<file path="config.mk">
export PLATFORM = sky130hd
export DESIGN_NAME = audio_level_color_sequencer_top
export DESIGN_NICKNAME = d
export VERILOG_FILES = /design/src/rtl/alcs_pkg.sv /design/src/rtl/audio_level_color_sequencer_top.sv
export SDC_FILE = /design/constraint.sdc
export NUM_CORES = 1
export LEC_CHECK = 0
export BUFFER_PORTS_ARGS = -buffer_cell sky130_fd_sc_hd__buf_2
export CAP_MARGIN = 10
export CORE_ASPECT_RATIO = 0.7
export CORE_MARGIN = 10
export CORE_UTILIZATION = 30
export CTS_BUF_LIST = sky130_fd_sc_hd__clkbuf_8
export DETAILED_ROUTE_END_ITERATION = 10
export PLACE_DENSITY = 0.56
export RECOVER_POWER = 25
export SETUP_SLACK_MARGIN = 0.5
export SLEW_MARGIN = 5
export SYNTH_ARGS = -nofsm -noshare
export SYNTH_HDL_FRONTEND = slang
export SYNTH_SLANG_ARGS = --single-unit
</file>
<file path="constraint.sdc">
create_clock -name clk -period 5.8 [get_ports clk]
set_clock_uncertainty 0.15 [all_clocks]
set_input_delay 0.29 -clock clk [delete_from_list [all_inputs] [get_ports clk]]
set_output_delay 0.29 -clock clk [all_outputs]
set_load 0.005 [all_outputs]
</file>
<file path="src/rtl/alcs_pkg.sv">
// ----------------------------------------------------------------------------
// Audio level color sequencer package
// Shared widths, register indexes and pattern codes for the sequencer.
// ----------------------------------------------------------------------------
package alcs_pkg;

  localparam int unsigned LEVEL_W  = 16;
  localparam int unsigned COLOR_W  = 8;
  localparam int unsigned PAT_W    = 3;
  localparam int unsigned CFG_IDX_W = 2;
  localparam int unsigned CFG_DATA_W = 8;

  // Configuration register indexes
  localparam logic [CFG_IDX_W-1:0] CFG_TICKS_PER_PATTERN = 2'd0;
  localparam logic [CFG_IDX_W-1:0] CFG_MIN_BRIGHTNESS    = 2'd1;
  localparam logic [CFG_IDX_W-1:0] CFG_OFF_CHANNEL_LEVEL = 2'd2;

  // Configuration reset values
  localparam logic [CFG_DATA_W-1:0] MIN_BRIGHTNESS_RST = 8'd90;

  // Brightness and silence thresholds
  localparam logic [COLOR_W-1:0] BRIGHT_MAX    = 8'd255;
  localparam logic [COLOR_W-1:0] LOUD_LEVEL    = 8'd100;
  localparam logic [7:0]         QUIET_RUN_MAX = 8'd10;

  // Color pattern codes (R,G,B with b = brightness, o = off level)
  localparam logic [PAT_W-1:0] PAT_BLUE    = 3'd0;  // o,o,b
  localparam logic [PAT_W-1:0] PAT_GREEN   = 3'd1;  // o,b,o
  localparam logic [PAT_W-1:0] PAT_RED     = 3'd2;  // b,o,o
  localparam logic [PAT_W-1:0] PAT_YELLOW  = 3'd3;  // b,b,o
  localparam logic [PAT_W-1:0] PAT_CYAN    = 3'd4;  // o,b,b
  localparam logic [PAT_W-1:0] PAT_MAGENTA = 3'd5;  // b,o,b
  localparam logic [PAT_W-1:0] PAT_WHITE   = 3'd6;  // b,b,b set at once
  localparam logic [PAT_W-1:0] PAT_FLASH   = 3'd7;  // b,b,b forced after silence

endpackage

</file>
<file path="src/rtl/audio_level_color_sequencer_top.sv">
// ----------------------------------------------------------------------------
// Audio level color sequencer
// Turns a stream of signed audio levels into RGB targets with a fade flag.
// ----------------------------------------------------------------------------
// Usage:
//   Input channel (in_valid/in_ready, level) carries one signed 16-bit audio
//   level per transaction. Output channel (out_valid/out_ready, red, green,
//   blue, fade, pattern) returns exactly one color target per input
//   transaction, in order.
//   An accepted level is held in the input register until the result
//   register is free or draining; then the color and all counters are
//   computed in one pass into the result register, which raises out_valid.
//   Throughput is one transaction per cycle while the receiver does not
//   stall; the state update (loud ticks, pattern, peak, quiet run) is
//   computed combinationally from the input register and the state.
//   When the receiver stalls, the result register holds and the input
//   register still takes one more level; in_ready drops once both are full.
//   The user makes configuration writes (cfg_we, cfg_index, cfg_data) while
//   the block is idle (not enforced). Unknown indexes are ignored.
//   Synchronous reset clears all counters, the peak and the pattern, and
//   loads the configuration defaults (min brightness 90, others 0).
// ----------------------------------------------------------------------------
module audio_level_color_sequencer_top
  import alcs_pkg::*;
(
  input  logic                         clk,
  input  logic                         rst,
  // configuration write port
  input  logic                         cfg_we,
  input  logic [CFG_IDX_W-1:0]         cfg_index,
  input  logic [CFG_DATA_W-1:0]        cfg_data,
  // input channel
  input  logic                         in_valid,
  output logic                         in_ready,
  input  logic signed [LEVEL_W-1:0]    level,
  // output channel
  output logic                         out_valid,
  input  logic                         out_ready,
  output logic [COLOR_W-1:0]           red,
  output logic [COLOR_W-1:0]           green,
  output logic [COLOR_W-1:0]           blue,
  output logic                         fade,
  output logic [PAT_W-1:0]             pattern
);

  // Configuration registers
  logic [7:0] ticks_per_pattern;
  logic [7:0] min_brightness;
  logic [7:0] off_channel_level;

  // Sequencer state
  logic [PAT_W-1:0]          pattern_index, pattern_index_next;
  logic [7:0]                loud_ticks, loud_ticks_next;
  logic signed [LEVEL_W-1:0] peak_level, peak_level_next;
  logic [7:0]                peak_age, peak_age_next;
  logic [7:0]                quiet_count, quiet_count_next;

  // Input register
  logic                      s1_valid;
  logic signed [LEVEL_W-1:0] s1_level;

  // Handshake
  logic advance;
  logic in_fire;

  // Datapath
  logic [COLOR_W-1:0]        bright;
  logic [7:0]                loud_inc;
  logic signed [LEVEL_W-1:0] peak_max;
  logic signed [19:0]        lvl_x5;
  logic signed [19:0]        peak_ext;
  logic                      quiet;
  logic [COLOR_W-1:0]        red_next, green_next, blue_next;
  logic                      fade_next;

  assign advance  = s1_valid && (!out_valid || out_ready);
  assign in_ready = !s1_valid || !out_valid || out_ready;
  assign in_fire  = in_valid && in_ready;

  // Write configuration registers
  always_ff @(posedge clk) begin
    if (rst) begin
      ticks_per_pattern <= '0;
      min_brightness    <= MIN_BRIGHTNESS_RST;
      off_channel_level <= '0;
    end else if (cfg_we) begin
      unique case (cfg_index)
        CFG_TICKS_PER_PATTERN: ticks_per_pattern <= cfg_data;
        CFG_MIN_BRIGHTNESS:    min_brightness    <= cfg_data;
        CFG_OFF_CHANNEL_LEVEL: off_channel_level <= cfg_data;
        default: ;
      endcase
    end
  end

  // Clamp level to 255, then raise to the brightness floor
  always_comb begin
    if (s1_level > $signed({{(LEVEL_W-COLOR_W){1'b0}}, BRIGHT_MAX})) begin
      bright = BRIGHT_MAX;
    end else if (s1_level < $signed({{(LEVEL_W-8){1'b0}}, min_brightness})) begin
      bright = min_brightness;
    end else begin
      bright = s1_level[COLOR_W-1:0];
    end
  end

  // Advance state: loud ticks and pattern first, then peak and quiet run
  always_comb begin
    loud_inc           = (bright > LOUD_LEVEL) ? loud_ticks + 8'd1 : loud_ticks;
    loud_ticks_next    = loud_inc;
    pattern_index_next = pattern_index;
    if (loud_inc > ticks_per_pattern) begin
      pattern_index_next = pattern_index + 3'd1;
      loud_ticks_next    = '0;
    end

    peak_max      = (s1_level > peak_level) ? s1_level : peak_level;
    peak_age_next = peak_age + 8'd1;
    peak_level_next = (peak_age_next == 8'd0) ? s1_level : peak_max;

    // level < trunc(peak/5) without a divider:
    //   peak >= 0: 5*level + 5 <= peak ; peak < 0: 5*level < peak
    lvl_x5   = {{2{s1_level[LEVEL_W-1]}}, s1_level, 2'b00}
             + {{4{s1_level[LEVEL_W-1]}}, s1_level};
    peak_ext = {{4{peak_level_next[LEVEL_W-1]}}, peak_level_next};
    if (peak_level_next[LEVEL_W-1]) begin
      quiet = lvl_x5 < peak_ext;
    end else begin
      quiet = (lvl_x5 + 20'sd5) <= peak_ext;
    end

    if (quiet) begin
      quiet_count_next = quiet_count + 8'd1;
    end else begin
      quiet_count_next = '0;
      if (quiet_count > QUIET_RUN_MAX) begin
        pattern_index_next = PAT_FLASH;
      end
    end
  end

  // Map pattern to channel levels
  always_comb begin
    red_next   = off_channel_level;
    green_next = off_channel_level;
    blue_next  = off_channel_level;
    fade_next  = 1'b1;
    unique case (pattern_index_next)
      PAT_BLUE:    blue_next = bright;
      PAT_GREEN:   green_next = bright;
      PAT_RED:     red_next = bright;
      PAT_YELLOW: begin
        red_next   = bright;
        green_next = bright;
      end
      PAT_CYAN: begin
        green_next = bright;
        blue_next  = bright;
      end
      PAT_MAGENTA: begin
        red_next  = bright;
        blue_next = bright;
      end
      default: begin
        red_next   = bright;
        green_next = bright;
        blue_next  = bright;
        fade_next  = 1'b0;
      end
    endcase
  end

  // Hold state and the input register
  always_ff @(posedge clk) begin
    if (rst) begin
      s1_valid      <= 1'b0;
      pattern_index <= '0;
      loud_ticks    <= '0;
      peak_level    <= '0;
      peak_age      <= '0;
      quiet_count   <= '0;
    end else begin
      if (in_fire) begin
        s1_valid <= 1'b1;
      end else if (advance) begin
        s1_valid <= 1'b0;
      end
      if (advance) begin
        pattern_index <= pattern_index_next;
        loud_ticks    <= loud_ticks_next;
        peak_level    <= peak_level_next;
        peak_age      <= peak_age_next;
        quiet_count   <= quiet_count_next;
      end
    end
  end

  always_ff @(posedge clk) begin
    if (in_fire) begin
      s1_level <= level;
    end
  end

  // Result register
  always_ff @(posedge clk) begin
    if (rst) begin
      out_valid <= 1'b0;
    end else if (advance) begin
      out_valid <= 1'b1;
    end else if (out_ready) begin
      out_valid <= 1'b0;
    end
  end

  always_ff @(posedge clk) begin
    if (advance) begin
      red     <= red_next;
      green   <= green_next;
      blue    <= blue_next;
      fade    <= fade_next;
      pattern <= pattern_index_next;
    end
  end

  // Solid white patterns are set at once on all three channels
  a_white_no_fade: assert property (@(posedge clk) disable iff (rst)
    out_valid && (pattern == PAT_WHITE || pattern == PAT_FLASH)
      |-> !fade && red == green && green == blue)
    else $error("white pattern with fade or unequal channels");

  // Colored patterns always fade
  a_color_fades: assert property (@(posedge clk) disable iff (rst)
    out_valid && pattern != PAT_WHITE && pattern != PAT_FLASH |-> fade)
    else $error("colored pattern without fade");

  // A pending item moves into a free or draining result register
  a_advance_fills: assert property (@(posedge clk) disable iff (rst)
    advance |=> out_valid && pattern == $past(pattern_index_next))
    else $error("result register not loaded");

  // Pattern holds, steps by one, or jumps to the forced pattern
  a_pattern_step: assert property (@(posedge clk) disable iff (rst)
    advance |=> pattern_index == $past(pattern_index)
             || pattern_index == $past(pattern_index) + 3'd1
             || pattern_index == PAT_FLASH)
    else $error("pattern index changed unexpectedly");

endmodule
</file>
# Word level (Yosys, flattened, before mapping)
# Cells that the tools add are included.
# word_totals
inputBits	31
regBits	113
word_cells	75
# op_classes
muxes	19
reduce_logical	19
addsub	6
n_eq_ne	7
magnitude_cmp	8
# ops
op	n
$mux W8	8
$mux W16	2
$add A8 B1 Y8 const B	3
$add A19 B4 Y20 const B	1
$le A20 B16 Y1	1
$add A18 B16 Y19	1
$lt A19 B16 Y1	1
$gt A16 B16 Y1	1
$gt A16 B9 Y1 const B	1
$lt A16 B9 Y1	1
$mux W3	3
$reduce_or A3 Y1	3
$gt A8 B4 Y1 const B	1
$gt A8 B7 Y1 const B	1
$gt A8 B8 Y1	1
$logic_not A8 Y1	1
$eq A3 B2 Y1 const B	2
$eq A3 B3 Y1 const B	2
$mux W1	6
$reduce_and A2 Y1	3
$reduce_or A6 Y1	1
$reduce_bool A2 Y1	2
$add A3 B1 Y3 const B	1
$eq A3 B1 Y1 const B	1
other kinds (7)	11

# Logic depth before layout (Yosys ltp)
# Gate-level depths: netlist (run 1).
# logic_depth
word_depth	12
depth_mapped	23
depth_no_buf	21

# Worst setup path after synthesis (run 1)
# OpenSTA, ideal clock, no wires.
# synth_path
path_kind	register to register
start	register s1_level[15]
end	register red[0] (data pin)
t_arrival_ns	5.404
path_stages_with_launch	23
n_path_buf	2
slack_ns	-0.014
cell_sequence	edfxtp_1 inv_1 ha_1 or4b_4 nor4_4 o2111ai_2 xnor2_2 buf_4 nor4b_2 o311ai_4 and2_0 clkbuf_1 mux2_2 ha_1 nand3_1 o22ai_1 o21ai_0 a32oi_1 nand2_1 xor2_1 o21ai_0 nor2_2 mux2_2
# synth_via
elab_chain_len	12
word_cells_on_any_way	23
cone_classes	2 x add/sub; 7 x order compare; 2 x eq/ne; 10 x mux; 2 x reduce/logical
# synth_lines
item	line_no	source
start, declared	audio_level_color_sequencer_top.sv:60	logic signed [LEVEL_W-1:0] s1_level;
start signal, assigned	audio_level_color_sequencer_top.sv:200	s1_level <= level;
parallel branches: the longest is 11 deep, another holds $add A19 B4 Y20	n/a	
$mux W8 *	audio_level_color_sequencer_top.sv:148	unique case (pattern_index_next)
net red_next[0]	audio_level_color_sequencer_top.sv:73	logic [COLOR_W-1:0] red_next, green_next, blue_next;
end signal, assigned	audio_level_color_sequencer_top.sv:217	red <= red_next;
end, declared	audio_level_color_sequencer_top.sv:39	output logic [COLOR_W-1:0] red,
# Mark *: on every way through the listed nets, which the timed path passes.
# A chain may end at the register's enable or synchronous reset.

# Worst setup path after layout (run 1)
# layout_path
start	register s1_level[15]
end	register red[2] (data pin)
# Same word-level chain as after synthesis.

==> key figures, run 1 <==
Outcome
  • Outcome: complete, no violations

GRT
  • Met3 track demand over resource: between 3 and 4%
  • Most crowded layer after global routing: met1
  • Via count of the first global-routing pass: between 6000 and 7000
  • Global-route total usage across every layer: a little over an eighth
  • Wire length of the first global-routing pass: approximately 35 mm
  • GR Layer Usage met1: approximately a fifth
  • Largest net degree at the start of global routing: 66
  • Met2 usage: a little under a fifth
  • Number of antenna violations at the first check in global routing: 0
  • Remaining global-route overflow: 0

Layout
  • Syn-to-layout area delta: 39.5%
  • # nets final: roughly 1200
  • Share of final-layout standard cells stronger than drive strength 1: between 30 and 40%
  • Number of fill cells in the layout: about 2300
  • Top Registers: peak_level: 16 flops, s1_level: 16 flops
  • Ant diodes: 0

STA
  • Post-route clock period utilization: roughly 92%
  • Number of setup violations in the final report: 0
  • Slack of the critical path: 449 ps
  • Final max-slew violation count: 0
  • Min Clock Period, post-route: 5350 ps
  • Number of endpoints with negative hold slack in the final report: 0
  • Total negative setup slack: 0 ps
  • Worst relative slew slack: roughly half
  • RSZ-0062 raised after global routing: yes
  • Fmax: around 0.19 GHz
  • Slew at the pin closest to its max-slew limit: ~770 ps
  • Worst hold slack: ~270 ps

Synthesis
  • Syn Nets: slightly above 900
  • Gate count after technology mapping: about 800
  • Cell area after synthesis: roughly 0.0077 sq mm
  • Count of different cell masters after synthesis: between 70 and 80
  • Fraction of registers with async set or reset after synthesis: 0%
  • Syn Area/Cell: 9.47 sq um
  • Sequential share of the synthesized area: a little over a third
  • Post-synth EDFFs: 44
  • Yosys warnings: 0
  • Post-synth top flop: sky130_fd_sc_hd__dfxtp_1
  • Synthesis-stage register bit count: about 110

Routing
  • Final ANT Viol Nets: 0
  • Remaining routing DRC violations: 0
  • Total Wirelength: 22.4 mm
  • DR iter-0 viols: ~420
  • Number of optimization iterations in the first detailed-route pass: 5
  • Number of vias per cell after detailed routing: around 5.0
  • Routed vias: between 6000 and 7000
  • Post-detailed-route wirelength per cell: around 16 um

Clock tree
  • H-Tree Depth: 4
  • CTS tree: yes
  • Num Clock Sinks: 113
  • Clock root buffer: sky130_fd_sc_hd__clkbuf_8
  • Clock insertion delay at the later pin of the skew report: ~460 ps
  • Clock Path Buffers: 2
  • Clock Pin Slew Worst Setup and Hold Paths: roughly 70 ps
  • Number of buffers added by the clock tree synthesis step: 17

Worst setup path
  • Critical path start-end classification: reg2reg
  • Data arrival at the endpoint of the critical path: approximately 5400 ps
  • Kind of capture point of the worst setup path: flip-flop
  • Worst Path Max Fanout: 8
  • Critical Path Source Type: flip-flop
  • Critical path data required time: between 5000 and 6000 ps

Floorplanning
  • X dimension of the die: ~210 um
  • Area of the die: 0.0325 sq mm
  • Die outline height: approximately 150 um
  • Initial cell density of the core: a little under a third
  • Area of the placeable core: between 0.02 and 0.025 sq mm
  • Number of rows created at floorplan: 48
  • Num ports: approximately 60

Power and ir drop
  • Overall power: roughly 2.8 mW
  • PD cells: between 200 and 300 mW/mm^2
  • Worst supply voltage drop on vdd: about 0.16 mV
  • Static leakage power: 4.48 nW

Worst hold path
  • Class of the tightest hold or removal check: in2reg

Flow run
  • Max Cap Viol: 0

Place
  • Setup slack at placement: -69.7 ps
  • Final HPWL DP: 16.3 mm
  • Final weighted congestion of routability-driven global placement: 0.863
  • Count of buffers inserted at the top-level ports: 60
path summary, 6_finish.rpt:
check,from,to,slack [ps],cells after the start
min reg2reg,s1_valid$_SDFFE_PP0P_,out_valid$_SDFFE_PP0P_,360,2
min,cfg_index[0],ticks_per_pattern[0]$_SDFFE_PP0P_,270,5
max reg2reg,s1_level[15]$_DFFE_PP_,red[2]$_DFFE_PP_,450,25
max,s1_level[15]$_DFFE_PP_,red[2]$_DFFE_PP_,450,25
synthesized netlist by cell type, types with 8 or more instances:
| master | count | area share [%] |
|---|---|---|
| sky130_fd_sc_hd__a21o_1 | 15 | 1.5 |
| sky130_fd_sc_hd__clkbuf_1 | 19 | 0.93 |
| sky130_fd_sc_hd__xor2_1 | 21 | 2.4 |
| sky130_fd_sc_hd__nand2b_1 | 10 | 0.81 |
| sky130_fd_sc_hd__nor2_1 | 94 | 4.6 |
| sky130_fd_sc_hd__edfxtp_1 | 44 | 17 |
| sky130_fd_sc_hd__mux2_2 | 27 | 4.0 |
| sky130_fd_sc_hd__ha_1 | 92 | 15 |
| sky130_fd_sc_hd__mux2i_1 | 31 | 4.0 |
| sky130_fd_sc_hd__nand3_1 | 14 | 0.91 |
| sky130_fd_sc_hd__o21ai_0 | 31 | 2.0 |
| sky130_fd_sc_hd__and3_1 | 15 | 1.2 |
| sky130_fd_sc_hd__nor3_1 | 8 | 0.52 |
| sky130_fd_sc_hd__dfxtp_1 | 69 | 18 |
| sky130_fd_sc_hd__nand4_1 | 19 | 1.5 |
| sky130_fd_sc_hd__inv_1 | 42 | 2.1 |
| sky130_fd_sc_hd__xnor2_1 | 31 | 3.5 |
| sky130_fd_sc_hd__a21oi_1 | 44 | 2.9 |
| sky130_fd_sc_hd__nand2_1 | 53 | 2.6 |
| sky130_fd_sc_hd__o211ai_1 | 9 | 0.88 |
| sky130_fd_sc_hd__a211oi_1 | 21 | 2.1 |
critical path, stage by stage (launching register included):
cell                        delay [ps]
sky130_fd_sc_hd__edfxtp_1          410
sky130_fd_sc_hd__inv_2             100
sky130_fd_sc_hd__ha_4              120
sky130_fd_sc_hd__or4b_4            460
sky130_fd_sc_hd__nor4_4            290
sky130_fd_sc_hd__o2111ai_2         220
sky130_fd_sc_hd__xnor2_2           180
sky130_fd_sc_hd__buf_6             130
sky130_fd_sc_hd__mux2i_2           170
sky130_fd_sc_hd__o311ai_4          320
sky130_fd_sc_hd__buf_6             160
sky130_fd_sc_hd__nand3_4           120
sky130_fd_sc_hd__nor2_4            110
sky130_fd_sc_hd__xor2_1            160
sky130_fd_sc_hd__ha_1              260
sky130_fd_sc_hd__a21o_1            190
sky130_fd_sc_hd__a21o_1            170
sky130_fd_sc_hd__a21oi_2           170
sky130_fd_sc_hd__a32oi_4           100
sky130_fd_sc_hd__nand2_2           110
sky130_fd_sc_hd__xor2_2            180
sky130_fd_sc_hd__buf_4             160
sky130_fd_sc_hd__o21ai_4            60
sky130_fd_sc_hd__nor2_4            140
sky130_fd_sc_hd__buf_12            150
sky130_fd_sc_hd__mux2_4            300
stage by stage:
stage          cell area [sq um]  util, %  instances
5_1_grt                    10700     43.0       1364
2_1_floorplan               7780        -        811
3_3_place_gp                9010     36.1       1255
4_1_cts                    10100     40.5       1336
3_5_place_dp                9010     36.1       1255
6_report                   10700     43.0       1364
logic make-up after synthesis:
family / share of synthesized area, %
AOI/OAI and AO/OA: 15.3
xor gates and xnor gates: 6.14
adders and majority gates: 15.3
buffers and inverters: 3.34
DFF: 35.2
muxes: 8.00
and+or+nand+nor: 16.8
where the power goes:
part	switching (mW)	total, mW	internal (mW)	leakage [nW]
Combinational	0.543	1.11	0.570	3.31
Clock	0.347	0.716	0.369	0.185
Sequential	0.0346	0.925	0.891	0.983
Total	0.925	2.75	1.83	4.48
layout by cell type (no fill, tap or decap), drive strengths merged, types with 19 or more instances in the layout:
cell type      n
buf          176
nor2          95
ha            92
dfxtp         69
nand2         53
inv           45
edfxtp        44
a21oi         44
clkbuf        34
xnor2         32
o21ai         32
mux2i         31
mux2          27
dlygate4sd3   26
xor2          21
a211oi        21
nand4         19
area by class of cell:
class | instances | area [sq um] | share of cell area [%]
flip-flops and latches | 113 | 2710 | 25.3
inverters | 43 | 164 | 1.53
well taps | 325 | 407 | 3.80
multi-input cells | 632 | 5460 | 51.0
repair buffers | 219 | 1610 | 15.0
clock buffers | 17 | 234 | 2.18
clock inverters | 15 | 129 | 1.20
metal layers:
metal	part of all wire [%]	routed length [um]
met5	0	0
met4	0.85	191
met3	4.8	1080
met2	42	9450
met1	52	11700
timing repair:
action	in CTS	in global routing
buffers inserted	23	28
hold buffers	26	0
pin swaps	30	55
endpoints found under the hold margin	42	0
setup endpoints to repair	28	39
gates resized for setup	59	83
Note: power is estimated with default switching activity, not from simulation.
==> inputs of run 2 (changes only) <==
--- a/config.mk
+++ b/config.mk
@@ -5,14 +5,14 @@
 export SDC_FILE = /design/constraint.sdc
 export NUM_CORES = 1
 export LEC_CHECK = 0
-export BUFFER_PORTS_ARGS = -buffer_cell sky130_fd_sc_hd__buf_2
 export CAP_MARGIN = 10
 export CORE_ASPECT_RATIO = 0.7
 export CORE_MARGIN = 10
 export CORE_UTILIZATION = 30
 export CTS_BUF_LIST = sky130_fd_sc_hd__clkbuf_8
 export DETAILED_ROUTE_END_ITERATION = 10
-export PLACE_DENSITY = 0.56
+export DONT_BUFFER_PORTS = 1
+export PLACE_DENSITY = 0.54
 export RECOVER_POWER = 25
 export SETUP_SLACK_MARGIN = 0.5
 export SLEW_MARGIN = 5
==> key figures, run 2 (same netlist as run 1, synthesis figures left out) <==
Flow run
  • Max Cap Viol: 0

Worst setup path
  • Data arrival at the endpoint of the critical path: between 5000 and 6000 ps
  • Kind of capture point of the worst setup path: flip-flop
  • Critical path data required time: about 5900 ps
  • Buf+Inv Stages, Crit Path: 5
  • Worst Path Max Fanout: 9
  • Critical Path Source Type: flip-flop
  • Critical path startpoint: s1_level[9]$_DFFE_PP_
  • R2R Path Start: s1_level[9]$_DFFE_PP_
  • Internal reg-to-reg setup slack: slightly below 400 ps
  • Critical path depth in cells: 22
  • Dominant delay contributor by cell family on the critical path: simple AND/OR/NAND/NOR gates
  • Series of cell instances along the critical path: buf_4 -> or4b_4 -> nor4_4 -> o2111ai_2 -> xnor2_2 -> buf_4 -> nor4b_4 -> o311ai_4 -> buf_6 -> buf_4 -> and3_4 -> xor2_2 -> ha_1 -> and4_1 -> o21ai_1 -> a32oi_2 -> buf_4 -> mux2i_4 -> nand2_1 -> mux2i_1 -> nand2_2 -> mux2_4
  • Most used cell, CP: sky130_fd_sc_hd__buf_4
  • Logic depth of the worst register-to-register path: 22
  • Slowest-stage cell, CP: sky130_fd_sc_hd__edfxtp_1
  • Longest individual stage delay on the worst path: ~490 ps
  • Critical path start-end classification: reg2reg

STA
  • Slew at the pin closest to its max-slew limit: roughly 810 ps
  • Number of endpoints with negative hold slack in the final report: 0
  • Post-route clock period utilization: around 93%
  • Worst relative slew slack: between 40 and 50%
  • RSZ-0062 raised after global routing: yes
  • Fmax: 0.185 GHz
  • Number of setup violations in the final report: 0
  • Min Clock Period, post-route: around 5400 ps
  • Final max-slew violation count: 0
  • Slack of the critical path: between 300 and 400 ps

GRT
  • Via count of the first global-routing pass: ~6200
  • Wire length of the first global-routing pass: between 30 and 40 mm
  • Largest net degree at the start of global routing: 66
  • Global-route total usage across every layer: a little over an eighth
  • Number of antenna violations at the first check in global routing: 0
  • Remaining global-route overflow: 0

Place
  • Number of placed cells counting well taps: 1176
  • Final weighted congestion of routability-driven global placement: between 0.8 and 0.9
  • Setup slack at placement: -185 ps
  • Final HPWL DP: 16.3 mm
  • Count of buffers inserted at the top-level ports: 0

Clock tree
  • Clock root buffer: sky130_fd_sc_hd__clkbuf_8
  • Clock insertion delay at the later pin of the skew report: 450 ps
  • Clock Path Buffers: 2
  • Num Clock Sinks: around 110
  • Number of buffers added by the clock tree synthesis step: 17
  • H-Tree Depth: 4
  • Clock Pin Slew Worst Setup and Hold Paths: about 80 ps
  • CTS tree: yes

Layout
  • Share of final-layout standard cells stronger than drive strength 1: 27.2%
  • Top Registers: peak_level: 16 flops, s1_level: 16 flops
  • Ant diodes: 0
  • Leading cell type in the layout, fill and taps excluded: sky130_fd_sc_hd__buf_4
  • Number of fill cells in the layout: between 2000 and 2500
  • Commonest non-fill, non-tap cells in the layout: 95 x sky130_fd_sc_hd__buf_4, 90 x sky130_fd_sc_hd__nor2_1, 79 x sky130_fd_sc_hd__ha_1
  • Syn-to-layout area delta: 32.8%
  • Final core area utilization: approximately two fifths
  • Non-filler instance count after layout: about 1300
  • # nets final: between 1000 and 1500

Worst hold path
  • Class of the tightest hold or removal check: in2reg
  • Beginning of the worst hold path: rst
  • Hold Path Depth: 2

Floorplanning
  • Initial cell density of the core: a little over 30%
  • Number of rows created at floorplan: 48
  • Area of the placeable core: about 0.025 sq mm
  • Die outline height: 154 um
  • X dimension of the die: about 210 um
  • Num ports: around 60
  • Area of the die: roughly 0.032 sq mm

Power and ir drop
  • Comb power frac: between 30% and 40%
  • Static leakage power: 4.20 nW
  • Switching pwr: ~0.93 mW
  • PD cells: 267 mW/mm^2
  • Relative contribution of the clock network to total power: between 20% and 30%
  • Cell internal power dissipation: 1.80 mW
  • Switching Share: 34.1%
  • Worst supply voltage drop on vdd: around 0.18 mV
  • Sequential power share: between 30 and 40%

Routing
  • Final ANT Viol Nets: 0
  • Total Wirelength: about 22 mm
  • Routed vias: between 6000 and 7000
  • Remaining routing DRC violations: 0
  • Total met2 wirelength after detailed routing: 8.66 mm
  • Wire length on met3: around 1.1 mm
  • Post-detailed-route wirelength per cell: approximately 17 um
  • Total routed wire length on the met1 layer: around 12 mm
  • Number of vias per cell after detailed routing: just over 5
  • Number of optimization iterations in the first detailed-route pass: 5
  • DR iter-0 viols: 440
  • Uppermost layer routed: met4

Outcome
  • Outcome: complete, no violations
[run 2: metal layers]
layer  up-vias  track usage (%)
met5         -                0
met4         0             3.30
met3        20             2.97
met2       146             18.0
met1      3121             21.2
li1       3247                -
[run 2: stage by stage]
stage	power, mW	hold WS [ps]	setup TNS (ps)	instance area [sq um]
2_1_floorplan	1.51	239	0	7780
3_3_place_gp	1.76	220	-1110	8560
3_5_place_dp	1.76	222	-1160	8560
4_1_cts	2.64	8.79	0	9640
5_1_grt	2.90	20.0	0	10200
6_report	2.73	34.7	0	10200
[run 2: worst paths after layout]
| path | end |
|---|---|
| setup / recovery | green[7]$_DFFE_PP_ |
| setup reg to reg | green[7]$_DFFE_PP_ |
| hold reg to reg | peak_age[1]$_SDFFE_PP0P_ |
| hold / removal | ticks_per_pattern[0]$_SDFFE_PP0P_ |
[run 2: repair_timing]
item,CTS,global route
hold buffers,28,0
resized for setup,53,71
gates cloned,0,0
hold endpoints to repair,82,0
setup endpoints to repair,27,40
buffers inserted,19,21
pin swaps,16,33
[run 2: layout make-up]
cell class | count | area [sq um] | area share (%)
multi-input combinational | 632 | 5420 | 53.1
sequential | 113 | 2700 | 26.5
timing repair buffer | 131 | 1130 | 11.1
tap | 325 | 407 | 3.99
clock buffer | 17 | 234 | 2.29
inverter | 43 | 161 | 1.58
clock inverter | 15 | 148 | 1.45
[run 2: power groups by stage]
stage                     Combinational (mW)  Sequential (mW)  Clock, mW
final                                   1.06            0.932      0.738
after global routing                    1.16            0.938      0.796
after CTS                              0.946            0.934      0.761
after detailed placement               0.811            0.951          0
after global placement                 0.806            0.950          0
after floorplan                        0.576            0.938          0
[run 2: worst register-to-register path, stage by stage, from the launching register on]
cell and delay (ps):
sky130_fd_sc_hd__edfxtp_1 490, sky130_fd_sc_hd__buf_4 180, sky130_fd_sc_hd__or4b_4 490, sky130_fd_sc_hd__nor4_4 260, sky130_fd_sc_hd__o2111ai_2 190, sky130_fd_sc_hd__xnor2_2 200
sky130_fd_sc_hd__buf_4 180, sky130_fd_sc_hd__nor4b_4 250, sky130_fd_sc_hd__o311ai_4 140, sky130_fd_sc_hd__buf_6 170, sky130_fd_sc_hd__buf_4 140, sky130_fd_sc_hd__and3_4 160
sky130_fd_sc_hd__xor2_2 140, sky130_fd_sc_hd__ha_1 270, sky130_fd_sc_hd__and4_1 220, sky130_fd_sc_hd__o21ai_1 80, sky130_fd_sc_hd__a32oi_2 220, sky130_fd_sc_hd__buf_4 170
sky130_fd_sc_hd__mux2i_4 270, sky130_fd_sc_hd__nand2_1 90, sky130_fd_sc_hd__mux2i_1 150, sky130_fd_sc_hd__nand2_2 190, sky130_fd_sc_hd__mux2_4 350
